## config.mk

```make
export PLATFORM = sky130hd
export DESIGN_NAME = threshold_centroid_top
export DESIGN_NICKNAME = d
export VERILOG_FILES = /design/src/tc_pkg.sv /design/src/tc_divider.sv /design/src/threshold_centroid_top.sv
export SDC_FILE = /design/constraint.sdc
export NUM_CORES = 1
export LEC_CHECK = 0
export ABC_AREA = 1
export BUFFER_PORTS_ARGS = -buffer_cell sky130_fd_sc_hd__buf_2
export CORE_MARGIN = 1
export CORE_UTILIZATION = 55
export DETAILED_ROUTE_END_ITERATION = 10
export PLACE_DENSITY = 0.75
export SYNTH_ARGS = -nofsm -noshare
export SYNTH_HDL_FRONTEND = slang
export SYNTH_HIERARCHICAL = 1
export SYNTH_SLANG_ARGS = --single-unit
```

## constraint.sdc

```tcl
create_clock -name clk -period 5.9 [get_ports clk]
set_clock_uncertainty 0.15 [all_clocks]
set_input_delay 1.18 -clock clk [delete_from_list [all_inputs] [get_ports clk]]
set_output_delay 1.18 -clock clk [all_outputs]
set_load 0.005 [all_outputs]
```

## src/tc_pkg.sv

```systemverilog
`default_nettype none

package tc_pkg;

    // configuration register indexes
    localparam logic [1:0] CFG_THRESHOLD    = 2'd0;
    localparam logic [1:0] CFG_FRAME_WIDTH  = 2'd1;
    localparam logic [1:0] CFG_FRAME_HEIGHT = 2'd2;

    // configuration field widths and reset values
    localparam int CFG_W     = 11;
    localparam int THR_W     = 8;
    localparam int CX_W      = 10;
    localparam int CY_W      = 10;
    localparam int HIT_W     = 21;
    localparam logic [THR_W-1:0] THR_RESET = 8'd128;
    localparam logic [CFG_W-1:0] DIM_RESET = 11'd1024;

    // frame-end sequencer states
    typedef enum logic [2:0] {
        S_IDLE,
        S_LOAD_X,
        S_WAIT_X,
        S_LOAD_Y,
        S_WAIT_Y,
        S_EMIT
    } tc_state_t;

    // sequencer to divider
    typedef struct packed {
        logic start;
    } div_ctrl_t;

    // divider to sequencer
    typedef struct packed {
        logic busy;
        logic done;
    } div_stat_t;

endpackage

`default_nettype wire

```

## src/tc_divider.sv

```systemverilog
`default_nettype none

module tc_divider
    import tc_pkg::*;
#(
    parameter int DVD_W = 36,
    parameter int DVS_W = 21,
    parameter int Q_W   = 10
)
(
    input  wire logic             clk,
    input  wire logic             rst_n,
    input  wire div_ctrl_t        ctrl,
    input  wire logic [DVD_W-1:0] dividend,
    input  wire logic [DVS_W-1:0] divisor,
    output div_stat_t             stat,
    output logic      [Q_W-1:0]   quotient
);

    localparam int STEP_W = $clog2(Q_W + 1);

    logic [DVD_W-1:0]  rem_reg;
    logic [DVD_W-1:0]  dsr_reg;
    logic [Q_W-1:0]    quo_reg;
    logic [STEP_W-1:0] step_reg;
    logic              busy_reg;
    logic              done_reg;
    logic [DVD_W:0]    diff;
    logic              fits;

    // one restoring step: trial subtract of the shifted divisor
    assign diff = {1'b0, rem_reg} - {1'b0, dsr_reg};
    assign fits = ~diff[DVD_W];

    // control state
    always_ff @(posedge clk or negedge rst_n)
    begin
        if (!rst_n)
        begin
            busy_reg <= 1'b0;
            done_reg <= 1'b0;
            step_reg <= '0;
        end
        else
        begin
            done_reg <= 1'b0;
            if (ctrl.start)
            begin
                busy_reg <= 1'b1;
                step_reg <= STEP_W'(Q_W);
            end
            else if (busy_reg)
            begin
                step_reg <= step_reg - STEP_W'(1);
                if (step_reg == STEP_W'(1))
                begin
                    busy_reg <= 1'b0;
                    done_reg <= 1'b1;
                end
            end
        end
    end

    // remainder, divisor and quotient shift registers
    always_ff @(posedge clk)
    begin
        if (ctrl.start)
        begin
            rem_reg <= dividend;
            dsr_reg <= DVD_W'(divisor) << (Q_W - 1);
            quo_reg <= '0;
        end
        else if (busy_reg)
        begin
            if (fits)
            begin
                rem_reg <= diff[DVD_W-1:0];
            end
            dsr_reg <= dsr_reg >> 1;
            quo_reg <= (quo_reg << 1) | Q_W'(fits);
        end
    end

    assign stat.busy = busy_reg;
    assign stat.done = done_reg;
    assign quotient  = quo_reg;

endmodule

`default_nettype wire

```

## src/threshold_centroid_top.sv

```systemverilog
`default_nettype none

// channel   direction  handshake             payload
// input     in         in_valid / in_stall   pixel
// output    out        out_valid / out_stall found, center_x, center_y, hit_count
// config    in         cfg_we                cfg_index, cfg_data
//
// pixels are taken one per cycle while in_stall is low; the last pixel of a
// frame is followed by in_stall while one shared divider computes x then y,
// each quotient Q bits wide (Q = bits of the larger max dimension, 10 at defaults).
// reset clears position, sums, count and out_valid; config takes its
// reset values. the result sits in an output register, so a held out_stall
// only blocks input when the next frame end arrives.

module threshold_centroid_top
    import tc_pkg::*;
#(
    parameter int MAX_WIDTH  = 1024,
    parameter int MAX_HEIGHT = 1024
)
(
    input  wire logic             clk,
    input  wire logic             rst_n,
    input  wire logic             in_valid,
    output logic                  in_stall,
    input  wire logic [7:0]       pixel,
    output logic                  out_valid,
    input  wire logic             out_stall,
    output logic                  found,
    output logic      [CX_W-1:0]  center_x,
    output logic      [CY_W-1:0]  center_y,
    output logic      [HIT_W-1:0] hit_count,
    input  wire logic             cfg_we,
    input  wire logic [1:0]       cfg_index,
    input  wire logic [CFG_W-1:0] cfg_data
);

    localparam int COL_W  = (MAX_WIDTH  > 1) ? $clog2(MAX_WIDTH)  : 1;
    localparam int ROW_W  = (MAX_HEIGHT > 1) ? $clog2(MAX_HEIGHT) : 1;
    localparam int Q_W    = (COL_W > ROW_W) ? COL_W : ROW_W;
    localparam int CNT_W  = $clog2(MAX_WIDTH * MAX_HEIGHT + 1);
    localparam int SUM_W  = CNT_W + Q_W;
    localparam int DW_W   = $clog2(MAX_WIDTH + 1);
    localparam int DH_W   = $clog2(MAX_HEIGHT + 1);
    localparam int DM_W   = (DW_W > DH_W) ? DW_W : DH_W;
    localparam int CMP_W  = ((DM_W > CFG_W) ? DM_W : CFG_W) + 1;

    tc_state_t         state_reg, state_next;
    logic [THR_W-1:0]  thr_reg;
    logic [CFG_W-1:0]  width_reg;
    logic [CFG_W-1:0]  height_reg;
    logic [COL_W-1:0]  col_reg, col_next;
    logic [ROW_W-1:0]  row_reg, row_next;
    logic [SUM_W-1:0]  sum_x_reg, sum_x_next;
    logic [SUM_W-1:0]  sum_y_reg, sum_y_next;
    logic [CNT_W-1:0]  cnt_reg, cnt_next;
    logic [Q_W-1:0]    cx_reg;
    logic [Q_W-1:0]    cy_reg;
    logic              out_valid_reg;
    logic              found_reg;
    logic [CX_W-1:0]   center_x_reg;
    logic [CY_W-1:0]   center_y_reg;
    logic [HIT_W-1:0]  hit_reg;

    logic              in_acc;
    logic              hit;
    logic [CMP_W-1:0]  w_eff, h_eff;
    logic [CMP_W-1:0]  w_raw, h_raw;
    logic              last_col, last_row, frame_end;
    logic              cap_x, cap_y, emit_load, clear_acc;
    div_ctrl_t         div_ctrl;
    div_stat_t         div_stat;
    logic [SUM_W-1:0]  div_dividend;
    logic [Q_W-1:0]    div_quotient;

    // configuration writes
    always_ff @(posedge clk or negedge rst_n)
    begin
        if (!rst_n)
        begin
            thr_reg    <= THR_RESET;
            width_reg  <= DIM_RESET;
            height_reg <= DIM_RESET;
        end
        else if (cfg_we)
        begin
            case (cfg_index)
                CFG_THRESHOLD:    thr_reg    <= cfg_data[THR_W-1:0];
                CFG_FRAME_WIDTH:  width_reg  <= cfg_data;
                CFG_FRAME_HEIGHT: height_reg <= cfg_data;
                default:          ;
            endcase
        end
    end

    // clamp frame dimensions to 1..max
    always_comb
    begin
        w_raw = CMP_W'(width_reg);
        h_raw = CMP_W'(height_reg);
        if (w_raw == '0)
            w_eff = CMP_W'(1);
        else if (w_raw > CMP_W'(MAX_WIDTH))
            w_eff = CMP_W'(MAX_WIDTH);
        else
            w_eff = w_raw;
        if (h_raw == '0)
            h_eff = CMP_W'(1);
        else if (h_raw > CMP_W'(MAX_HEIGHT))
            h_eff = CMP_W'(MAX_HEIGHT);
        else
            h_eff = h_raw;
    end

    // raster position and accumulation
    assign in_acc    = in_valid && !in_stall;
    assign hit       = pixel > thr_reg;
    assign last_col  = (CMP_W'(col_reg) + CMP_W'(1)) >= w_eff;
    assign last_row  = (CMP_W'(row_reg) + CMP_W'(1)) >= h_eff;
    assign frame_end = in_acc && last_col && last_row;

    always_comb
    begin
        col_next   = col_reg;
        row_next   = row_reg;
        sum_x_next = sum_x_reg;
        sum_y_next = sum_y_reg;
        cnt_next   = cnt_reg;
        if (clear_acc)
        begin
            sum_x_next = '0;
            sum_y_next = '0;
            cnt_next   = '0;
        end
        else if (in_acc)
        begin
            if (hit)
            begin
                sum_x_next = sum_x_reg + SUM_W'(col_reg);
                sum_y_next = sum_y_reg + SUM_W'(row_reg);
                cnt_next   = cnt_reg + CNT_W'(1);
            end
            if (!last_col)
            begin
                col_next = col_reg + COL_W'(1);
            end
            else
            begin
                col_next = '0;
                row_next = last_row ? '0 : row_reg + ROW_W'(1);
            end
        end
    end

    // sequencer next state
    always_comb
    begin
        state_next = state_reg;
        case (state_reg)
            S_IDLE:   if (frame_end) state_next = S_LOAD_X;
            S_LOAD_X: state_next = S_WAIT_X;
            S_WAIT_X: if (div_stat.done) state_next = S_LOAD_Y;
            S_LOAD_Y: state_next = S_WAIT_Y;
            S_WAIT_Y: if (div_stat.done) state_next = S_EMIT;
            S_EMIT:   if (!out_valid_reg || !out_stall) state_next = S_IDLE;
            default:  state_next = S_IDLE;
        endcase
    end

    // sequencer outputs
    always_comb
    begin
        in_stall       = 1'b1;
        div_ctrl.start = 1'b0;
        div_dividend   = sum_x_reg;
        cap_x          = 1'b0;
        cap_y          = 1'b0;
        emit_load      = 1'b0;
        case (state_reg)
            S_IDLE:   in_stall = 1'b0;
            S_LOAD_X: div_ctrl.start = 1'b1;
            S_WAIT_X: cap_x = div_stat.done;
            S_LOAD_Y:
            begin
                div_ctrl.start = 1'b1;
                div_dividend   = sum_y_reg;
            end
            S_WAIT_Y: cap_y = div_stat.done;
            S_EMIT:   emit_load = !out_valid_reg || !out_stall;
            default:  in_stall = 1'b1;
        endcase
    end

    assign clear_acc = emit_load;

    // shared divider for both centres
    tc_divider #(
        .DVD_W (SUM_W),
        .DVS_W (CNT_W),
        .Q_W   (Q_W)
    ) u_div (
        .clk      (clk),
        .rst_n    (rst_n),
        .ctrl     (div_ctrl),
        .dividend (div_dividend),
        .divisor  (cnt_reg),
        .stat     (div_stat),
        .quotient (div_quotient)
    );

    // control and accumulator registers
    always_ff @(posedge clk or negedge rst_n)
    begin
        if (!rst_n)
        begin
            state_reg     <= S_IDLE;
            col_reg       <= '0;
            row_reg       <= '0;
            sum_x_reg     <= '0;
            sum_y_reg     <= '0;
            cnt_reg       <= '0;
            out_valid_reg <= 1'b0;
        end
        else
        begin
            state_reg <= state_next;
            col_reg   <= col_next;
            row_reg   <= row_next;
            sum_x_reg <= sum_x_next;
            sum_y_reg <= sum_y_next;
            cnt_reg   <= cnt_next;
            if (emit_load)
                out_valid_reg <= 1'b1;
            else if (!out_stall)
                out_valid_reg <= 1'b0;
        end
    end

    // quotient capture and output slot
    always_ff @(posedge clk)
    begin
        if (cap_x)
            cx_reg <= div_quotient;
        if (cap_y)
            cy_reg <= div_quotient;
        if (emit_load)
        begin
            found_reg    <= cnt_reg != '0;
            center_x_reg <= (cnt_reg != '0) ? CX_W'(cx_reg) : '0;
            center_y_reg <= (cnt_reg != '0) ? CY_W'(cy_reg) : '0;
            hit_reg      <= HIT_W'(cnt_reg);
        end
    end

    assign out_valid = out_valid_reg;
    assign found     = found_reg;
    assign center_x  = center_x_reg;
    assign center_y  = center_y_reg;
    assign hit_count = hit_reg;

    // checks on sequencer and divider interplay
    a_start_idle_div: assert property (@(posedge clk) disable iff (!rst_n)
        div_ctrl.start |-> !div_stat.busy)
        else $error("divider started while busy");

    a_done_in_wait: assert property (@(posedge clk) disable iff (!rst_n)
        div_stat.done |-> (state_reg == S_WAIT_X || state_reg == S_WAIT_Y))
        else $error("divider finished outside a wait state");

    a_no_pixel_while_div: assert property (@(posedge clk) disable iff (!rst_n)
        in_acc |-> !div_stat.busy)
        else $error("pixel taken while divider running");

    a_empty_frame_zero: assert property (@(posedge clk) disable iff (!rst_n)
        (out_valid && !found) |-> (center_x == '0 && center_y == '0))
        else $error("empty frame reports nonzero centre");

endmodule

`default_nettype wire
```

; Word-level counts from Yosys, hierarchy flattened
; Index checks and enable logic that the tools add are counted.
[op_classes]
addsub = 9
order_cmp = 5
n_eq_ne = 14
muxes = 41
n_bitwise = 3
reduce_logical = 23
[ops]
columns = operator, n
row1 = 2-to-1 mux 31 bit, 10
row2 = 2-to-1 mux 21 bit, 3
row3 = adder 31 x 10 -> 31 bit, 2
row4 = 2-to-1 mux 30 bit, 2
row5 = 2-to-1 mux 11 bit, 4
row6 = subtractor 31 x 30 -> 32 bit, 1
row7 = greater-or-equal comparator 11 x 12 -> 1 bit, 2
row8 = adder 10 x 1 -> 11 bit (second input constant), 2
row9 = > comparator 11 bit (second input constant), 2
row10 = zero test 11 bit, 2
row11 = adder 21 x 1 -> 21 bit (second input constant), 1
row12 = nonzero test 21 bit, 1
row13 = adder 10 x 1 -> 10 bit (second input constant), 2
row14 = 2-to-1 mux 10 bit, 2
row15 = case mux 3 bit (6 select lines), 1
row16 = 2-to-1 mux 1 bit, 13
row17 = 2-to-1 mux 3 bit, 4
row18 = AND reduction 2 bit, 6
row19 = bitwise OR 10 x 1 -> 10 bit, 1
row20 = > comparator 8 bit, 1
row21 = 2-to-1 mux 4 bit, 2
row22 = == test 3 x 2 -> 1 bit (second input constant), 2
row23 = == test 3 bit (second input constant), 2
row24 = != test 2 x 1 -> 1 bit (second input constant), 3
row25 = 16 further kinds, 24
[word_totals]
ff_bits = 276
inputBits = 26
out_inout_bits = 44
wordCells = 118

; Longest topological paths before layout
; Gate-level depths: netlist of the first run.
[depth]
depth_word = 8
mapped_depth = 19
mapped_depth_nobuf = 19

; Hierarchy
; The synthesis of the first run kept the hierarchy.
[by_module_without_submodules]
columns = module, instances, cells_per_inst, area_each_um2, seq_area_each_um2
row1 = threshold_centroid_top, 1, 1573, 11881.4, 5293.8
row2 = tc_divider, 1, 784, 5395.2, 2092.0

; Worst setup path after synthesis of the first run
; OpenSTA, ideal clock, no wires.
[synth_path]
path_type = input port to flip-flop
startpoint = input out_stall
endpoint = register cnt_reg[12]
setup_time_ns = 0.148
arrival_ns = 2.422
required_time_ns = 5.602
path_slack_ns = 3.180
cell_stages = 9
n_path_buf = 1
cell_sequence = nand2_1 inv_1 nor2_8 inv_2 nand2_4 inv_2 buf_2 nand2_1 o31ai_1
[synth_via]
elab_chain_len = 5
elab_cells_between_ends = 7
classes_between = mux: 2 / reduce/logical: 5
[synth_lines]
columns = element, line
row1 = start: declaration, threshold_centroid_top.sv:28  ; input wire logic out_stall,
row2 = zero test 1 bit (*), --
row3 = logical OR 1 bit (*), threshold_centroid_top.sv:189  ; S_EMIT: emit_load = !out_valid_reg || !out_stall;
row4 = 2-to-1 mux 1 bit (*), threshold_centroid_top.sv:179  ; case (state_reg)
row5 = via clear_acc, threshold_centroid_top.sv:70  ; logic cap_x, cap_y, emit_load, clear_acc;
row6 = nonzero test 2 bit (no line), --
row7 = AND reduction 2 bit (no line), --
row8 = end signal: assignment, threshold_centroid_top.sv:231  ; cnt_reg <= cnt_next;
row9 = end: declaration, threshold_centroid_top.sv:56  ; logic [CNT_W-1:0] cnt_reg, cnt_next;
; The timed path passes the listed nets; every way through them passes the cells marked *.
; A chain may end at the register's enable or synchronous reset.

; Final worst setup path of the first run
[layout_path]
startpoint = register col_reg[0]
endpoint = register row_reg[8]
[layout_via]
elab_chain_len = 3
[layout_lines]
columns = element, line
row1 = start: declaration, threshold_centroid_top.sv:52  ; logic [COL_W-1:0] col_reg, col_next;
row2 = start signal: assignment, threshold_centroid_top.sv:227  ; col_reg <= col_next;
row3 = adder 10 x 1 -> 11 bit, threshold_centroid_top.sv:118  ; assign last_col = (CMP_W'(col_reg) + CMP_W'(1)) >= w_eff;
row4 = greater-or-equal comparator 11 x 12 -> 1 bit, threshold_centroid_top.sv:118
row5 = AND reduction 3 bit (no line), --
row6 = end signal: assignment, threshold_centroid_top.sv:228  ; row_reg <= row_next;
row7 = end: declaration, threshold_centroid_top.sv:53  ; logic [ROW_W-1:0] row_reg, row_next;
; Every way passes these cells.

==> results.py, run 1 <==
metrics = {
    "sta": {
        "slew_headroom_pct": 34.5,
        "fin_tns_setup_ps": 0,
        "period_needed_ps": 3140,
        "min_period_over_period_pct": 53.2,
        "fmax_mhz": 319,
        "setup_viol": 0,
        "slew_viol_final": 0,
        "finalHoldViolCount": 0,
        "tightest_slew_ps": 979,
        "rsz0062_at_grt": "no",
    },
    "clocking": {
        "clockBufferDepth": 3,
        "ctsResizeCount": 0,
        "cts_num_sinks": 276,
        "cts_tree": "yes",
        "numCtsBuffers": 30,
        "cts_setup_buffers": 0,
        "insertion_delay_ps": 580,
        "path_clk_slew_ps": 60,
        "h-tree-depth": 1,
        "ctsHoldBuffers": 0,
        "cts_root_buf": "clkbuf_16",
    },
    "floorplanning": {
        "chipWidth_microns": 179,
        "dieHeight_microns": 179,
        "rows": 64,
        "die_area_sq_um": 32100,
        "core_sq_um": 30700,
        "initial_utilization_pct": 56.2,
        "ios": 70,
    },
    "worst_setup_path": {
        "critical_path_class": "flip-flop to flip-flop",
        "critPathMaxStageDelay_ps": 440,
        "cp_max_fo": 10,
        "cp_cell_sequence": "ha_1 -> nand2_1 -> nor2_1 -> nand2_1 -> xor2_1 -> inv_1 -> ha_1 -> nand3_1 -> nor3_1 -> nand2_1 -> nand2_1 -> nand2_1 -> nor2_2 -> nand2_1 -> o21ai_0",
        "crit_top_cell": "nand2_1",
        "crit_slowest_cell": "dfrtp_1",
        "r2r-start": "col_reg[0]",
        "crit_arrival_ps": 3470,
        "crit_path_start": "col_reg[0]",
        "end_kind": "flip-flop",
        "cp-start-kind": "flip-flop",
        "cp.required_ps": 6230,
    },
    "grt": {
        "grt.overflow.total": 0,
        "grt_pass1_wl_mm": 73.1,
        "grt_pass1_vias": 14562,
        "grt_max_degree": 71,
        "grt_usage_pct": 28.9,
        "antenna_found_initial": 0,
    },
    "yosys": {
        "avgSynthCellArea_sq_um": 7.33,
        "netlist_instances": 2356,
        "syn-num-nets": 2471,
        "syn-cell-area_sq_um": 17300,
        "yosysWarnings": 6,
    },
    "place": {
        "placed_cell_area_sq_um": 17900,
        "hpwl_mm": 33.6,
        "dp_cells": 2779,
        "io_buffers": 69,
        "gp_routability_congestion": 0.905,
    },
    "drt": {
        "dr.pass1.iters": 8,
        "routed_wl_mm": 45.2,
        "drc": 14,
        "drtIter0Drc": 1314,
        "ant_nets": 0,
        "wl_per_cell_microns": 15.9,
        "vias": 15424,
        "avgViaCountPerCell": 5.44,
    },
    "pwr": {
        "p_per_area_nw_per_um2": 496,
        "fin_total_pwr_w": 0.00944,
        "leakagePower_nw": 9.59,
        "ir_worst_vdd_v": 0.000309,
    },
    "final_layout": {
        "finalNonFillerCells": 2835,
        "drive_gt1_share_pct": 7.34,
        "area_growth_pct": 10.2,
        "nNetsFinal": 2530,
        "final_area_sq_um": 19000,
        "diodes": 0,
        "post-route-util_pct": 61.9,
    },
    "min_path": {
        "worst_hold_startpoint": "u_div/quotient[9]",
        "hold_class": "flip-flop to flip-flop",
    },
    "status": {
        "outcome": "complete, but fails checks",
        "violations": "design-rule violations",
    },
    "job": {
        "cap_violations": 0,
    },
}
[routing by layer]
metal / part of all wire [%] / vias up / global-route usage [%]
met4: 2.8 / 0 / 8.47
li1: - / 7676 / -
met3: 7.0 / 80 / 4.30
met2: 46 / 478 / 46.7
met5: 0 / - / 0
met1: 45 / 7190 / 40.1
[placed cells by master, fill, tap and decap left out, drive strengths merged, types with 6 or more instances in the layout]
cell / count
nand2: 797
inv: 395
nor2: 160
o21ai: 160
nand3: 153
dfrtp: 140
edfxtp: 114
ha: 86
buf: 77
a21oi: 62
nand4: 60
nor3: 35
clkbuf: 35
o22ai: 29
xor2: 20
dfxtp: 19
xnor2: 18
nand3b: 11
nor4: 8
or2: 8
bufinv: 7
clkinv: 7
and2: 6
clkinvlp: 6
[metrics by stage]
step	setup slack [ps]	hold WS, ps
2_1_floorplan	3180	274
3_3_place_gp	2280	281
3_5_place_dp	2220	289
4_1_cts	2790	305
5_1_grt	2470	315
6_report	2760	305
[cell type report]
class / count / area [sq um]
sequential: 276 / 7390
multi-input combinational: 1636 / 8150
fill: 2757 / 11700
timing repair buffer: 77 / 412
clock inverter: 21 / 310
clock buffer: 35 / 800
tap: 396 / 495
inverter: 394 / 1480
[critical path: cells and delay by family, from the launching register on]
family | cells | cell delay (ps)
simple gates | 10 | 1580
fa+ha+maj | 2 | 500
flops | 1 | 440
xor+xnor | 1 | 200
compound gates | 1 | 100
buf+inv | 1 | 80
[where the power goes]
group / leakage, nW / internal, W / total [W] / switching, W
sequential: 3.21 / 0.00263 / 0.00294 / 0.000308
combinational: 5.85 / 0.00143 / 0.00441 / 0.00298
clock: 0.528 / 0.00128 / 0.00209 / 0.000810
total: 9.59 / 0.00535 / 0.00944 / 0.00409
[final timing paths]
path                                to  slack (ps)  depth (start not counted)
setup / recovery            row_reg[8]        2760                         15
hold / removal               cx_reg[9]         310                          0
setup reg to reg            row_reg[8]        2760                         15
hold reg to reg              cx_reg[9]         310                          0
max in group asynchronous   col_reg[7]        4010                          2
min in group asynchronous  cnt_reg[17]         380                          1
No activity file was read; power rests on OpenSTA's default activity.
==> run 2: changes to the inputs <==
==> constraint.sdc (replaced) <==
create_clock -name clk -period 3.1 [get_ports clk]
set_clock_uncertainty 0.15 [all_clocks]
set_input_delay 0.62 -clock clk [delete_from_list [all_inputs] [get_ports clk]]
set_output_delay 0.62 -clock clk [all_outputs]
set_load 0.005 [all_outputs]
==> run 2 against run 1 <==
The flow still finishes with violations (design-rule violations). Maximum frequency is 10% higher. Combinational power grew 94%. Largest cell class unchanged. Sequential share of layout area down 0.30 points.
==> results.py, run 2 (synthesis results as in run 1) <==
metrics = {
    "pwr": {
        "p_per_area_nw_per_um2": 941,
        "power.internal_w": 0.0102,
        "power.switching_w": 0.00783,
        "p_clk_share_pct": 21.6,
        "leakagePower_nw": 9.66,
        "p_seq_share_pct": 31.0,
        "combPwrFrac_pct": 47.4,
        "p_sw_share_pct": 43.4,
        "ir_worst_vdd_v": 0.000547,
        "fin_total_pwr_w": 0.0181,
    },
    "drt": {
        "drtIter0Drc": 1435,
        "wl_per_cell_microns": 15.9,
        "ant_nets": 0,
        "avgViaCountPerCell": 5.44,
        "drc": 14,
        "vias": 15509,
        "routed_wl_mm": 45.3,
        "dr.pass1.iters": 9,
    },
    "clocking": {
        "insertion_delay_ps": 570,
        "cts_root_buf": "clkbuf_16",
        "cts_num_sinks": 276,
        "cts_setup_buffers": 0,
        "h-tree-depth": 1,
        "clockBufferDepth": 3,
        "path_clk_slew_ps": 60,
        "cts_tree": "yes",
        "numCtsBuffers": 31,
    },
    "sta": {
        "setup_viol": 0,
        "slew_headroom_pct": 40.0,
        "tightest_slew_ps": 897,
        "fin_tns_setup_ps": 0,
        "min_period_over_period_pct": 91.7,
        "fmax_mhz": 352,
        "slew_viol_final": 0,
        "rsz0062_at_grt": "no",
        "period_needed_ps": 2840,
        "finalHoldViolCount": 0,
    },
    "worst_setup_path": {
        "r2r_slack_ps": 260,
        "r2r-end": "row_reg[4]",
        "cp_max_fo": 6,
        "crit_arrival_ps": 3170,
        "cp.required_ps": 3430,
        "crit_slowest_cell": "dfrtp_2",
        "crit_path_start": "col_reg[0]",
        "ff2ff_path_depth": 15,
        "crit_top_cell": "nand2_1",
        "critPathMaxStageDelay_ps": 420,
        "end_kind": "flip-flop",
        "cp_cell_sequence": "ha_1 -> nand2_1 -> nor2_1 -> nand2_1 -> xor2_1 -> inv_1 -> ha_1 -> nand3_1 -> nor3_1 -> nand2_1 -> nand2_1 -> nand2_2 -> nor2_4 -> nand2_1 -> o21ai_0",
        "critical_path_class": "flip-flop to flip-flop",
        "r2r-start": "col_reg[0]",
        "cp-start-kind": "flip-flop",
    },
    "grt": {
        "grt_pass1_vias": 14741,
        "grt_max_degree": 63,
        "grt.overflow.total": 0,
        "grt_pass1_wl_mm": 74.2,
        "grt_usage_pct": 29.2,
        "antenna_found_initial": 0,
    },
    "min_path": {
        "worst_hold_startpoint": "out_stall",
        "hold_class": "input port to flip-flop",
        "holdPathStages": 3,
        "min_to": "out_valid",
    },
    "floorplanning": {
        "core_sq_um": 30700,
        "rows": 64,
        "ios": 70,
        "die_area_sq_um": 32100,
        "dieHeight_microns": 179,
        "chipWidth_microns": 179,
        "initial_utilization_pct": 56.2,
    },
    "place": {
        "io_buffers": 69,
        "dp_cells": 2789,
        "gp_routability_congestion": 0.961,
        "hpwl_mm": 34.0,
    },
    "final_layout": {
        "diodes": 0,
        "finalNonFillerCells": 2849,
        "layout.cells.most_common": "nand2_1",
        "drive_gt1_share_pct": 7.91,
        "nNetsFinal": 2543,
        "fillers": 2736,
        "area_growth_pct": 11.1,
        "final_cell_mix": "nand2_1, inv_1, nor2_1, nand3_1, o21ai_0",
    },
    "status": {
        "outcome": "complete, but fails checks",
        "violations": "design-rule violations",
    },
    "job": {
        "cap_violations": 0,
    },
}
## run 2: stage by stage
stage	area, sq um	hold WS [ps]	util, %	setup slack, ps
after floorplan	17300	174	-	491
after global placement	18100	281	58.7	269
after detailed placement	18100	287	58.7	107
after CTS	19200	125	62.3	92.8
after global routing	19200	155	62.4	8.74
final	19200	146	62.4	258
## run 2: routing by layer
layer | track usage [%] | vias to the layer above | routed length [microns]
met5 | 0 | - | 0
li1 | - | 7728 | -
met1 | 40.6 | 7193 | 20300
met2 | 47.8 | 498 | 20700
met4 | 9.00 | 0 | 1330
met3 | 3.37 | 90 | 2980
## run 2: final cells by class
cell class	instances	area [sq um]	area share [%]
clock buffers	41	865	4.50
clock inverters	17	223	1.16
inverters	394	1480	7.72
multi-input cells	1637	8190	42.7
flip-flops and latches	276	7390	38.5
well taps	396	495	2.58
repair buffers	88	547	2.85
## run 2: worst max path at each step
stage	to	depth (start not counted)	slack, ps
2_1_floorplan	u_div/rem_reg[0]	11	490
6_report	row_reg[4]	15	260
5_1_grt	row_reg[7]	15	9
3_5_place_dp	row_reg[4]	15	110
4_1_cts	row_reg[4]	15	90
3_3_place_gp	row_reg[0]	15	270
## run 2: repair_timing
action / 4_1_cts / 5_1_grt
hold buffers: 1 / 0
endpoints found under the setup margin: 0 / 17
gates resized for setup: 0 / 10
hold endpoints to repair: 56 / 0
## run 2: critical path, delay by kind of cell (launching register included)
kind | cells | cell delay (ps)
AOI/OAI and AO/OA | 1 | 90
xor gates and xnor gates | 1 | 230
adders and majority gates | 2 | 470
buffers and inverters | 1 | 70
and+or+nand+nor | 10 | 1320
DFF | 1 | 420
## run 2: power groups by stage
stage | logic [W] | clock network, W | registers (W)
2_1_floorplan | 0.00630 | 0 | 0.00545
3_3_place_gp | 0.00818 | 0 | 0.00561
3_5_place_dp | 0.00840 | 0 | 0.00564
4_1_cts | 0.00847 | 0.00396 | 0.00558
5_1_grt | 0.00970 | 0.00410 | 0.00569
6_report | 0.00856 | 0.00389 | 0.00560
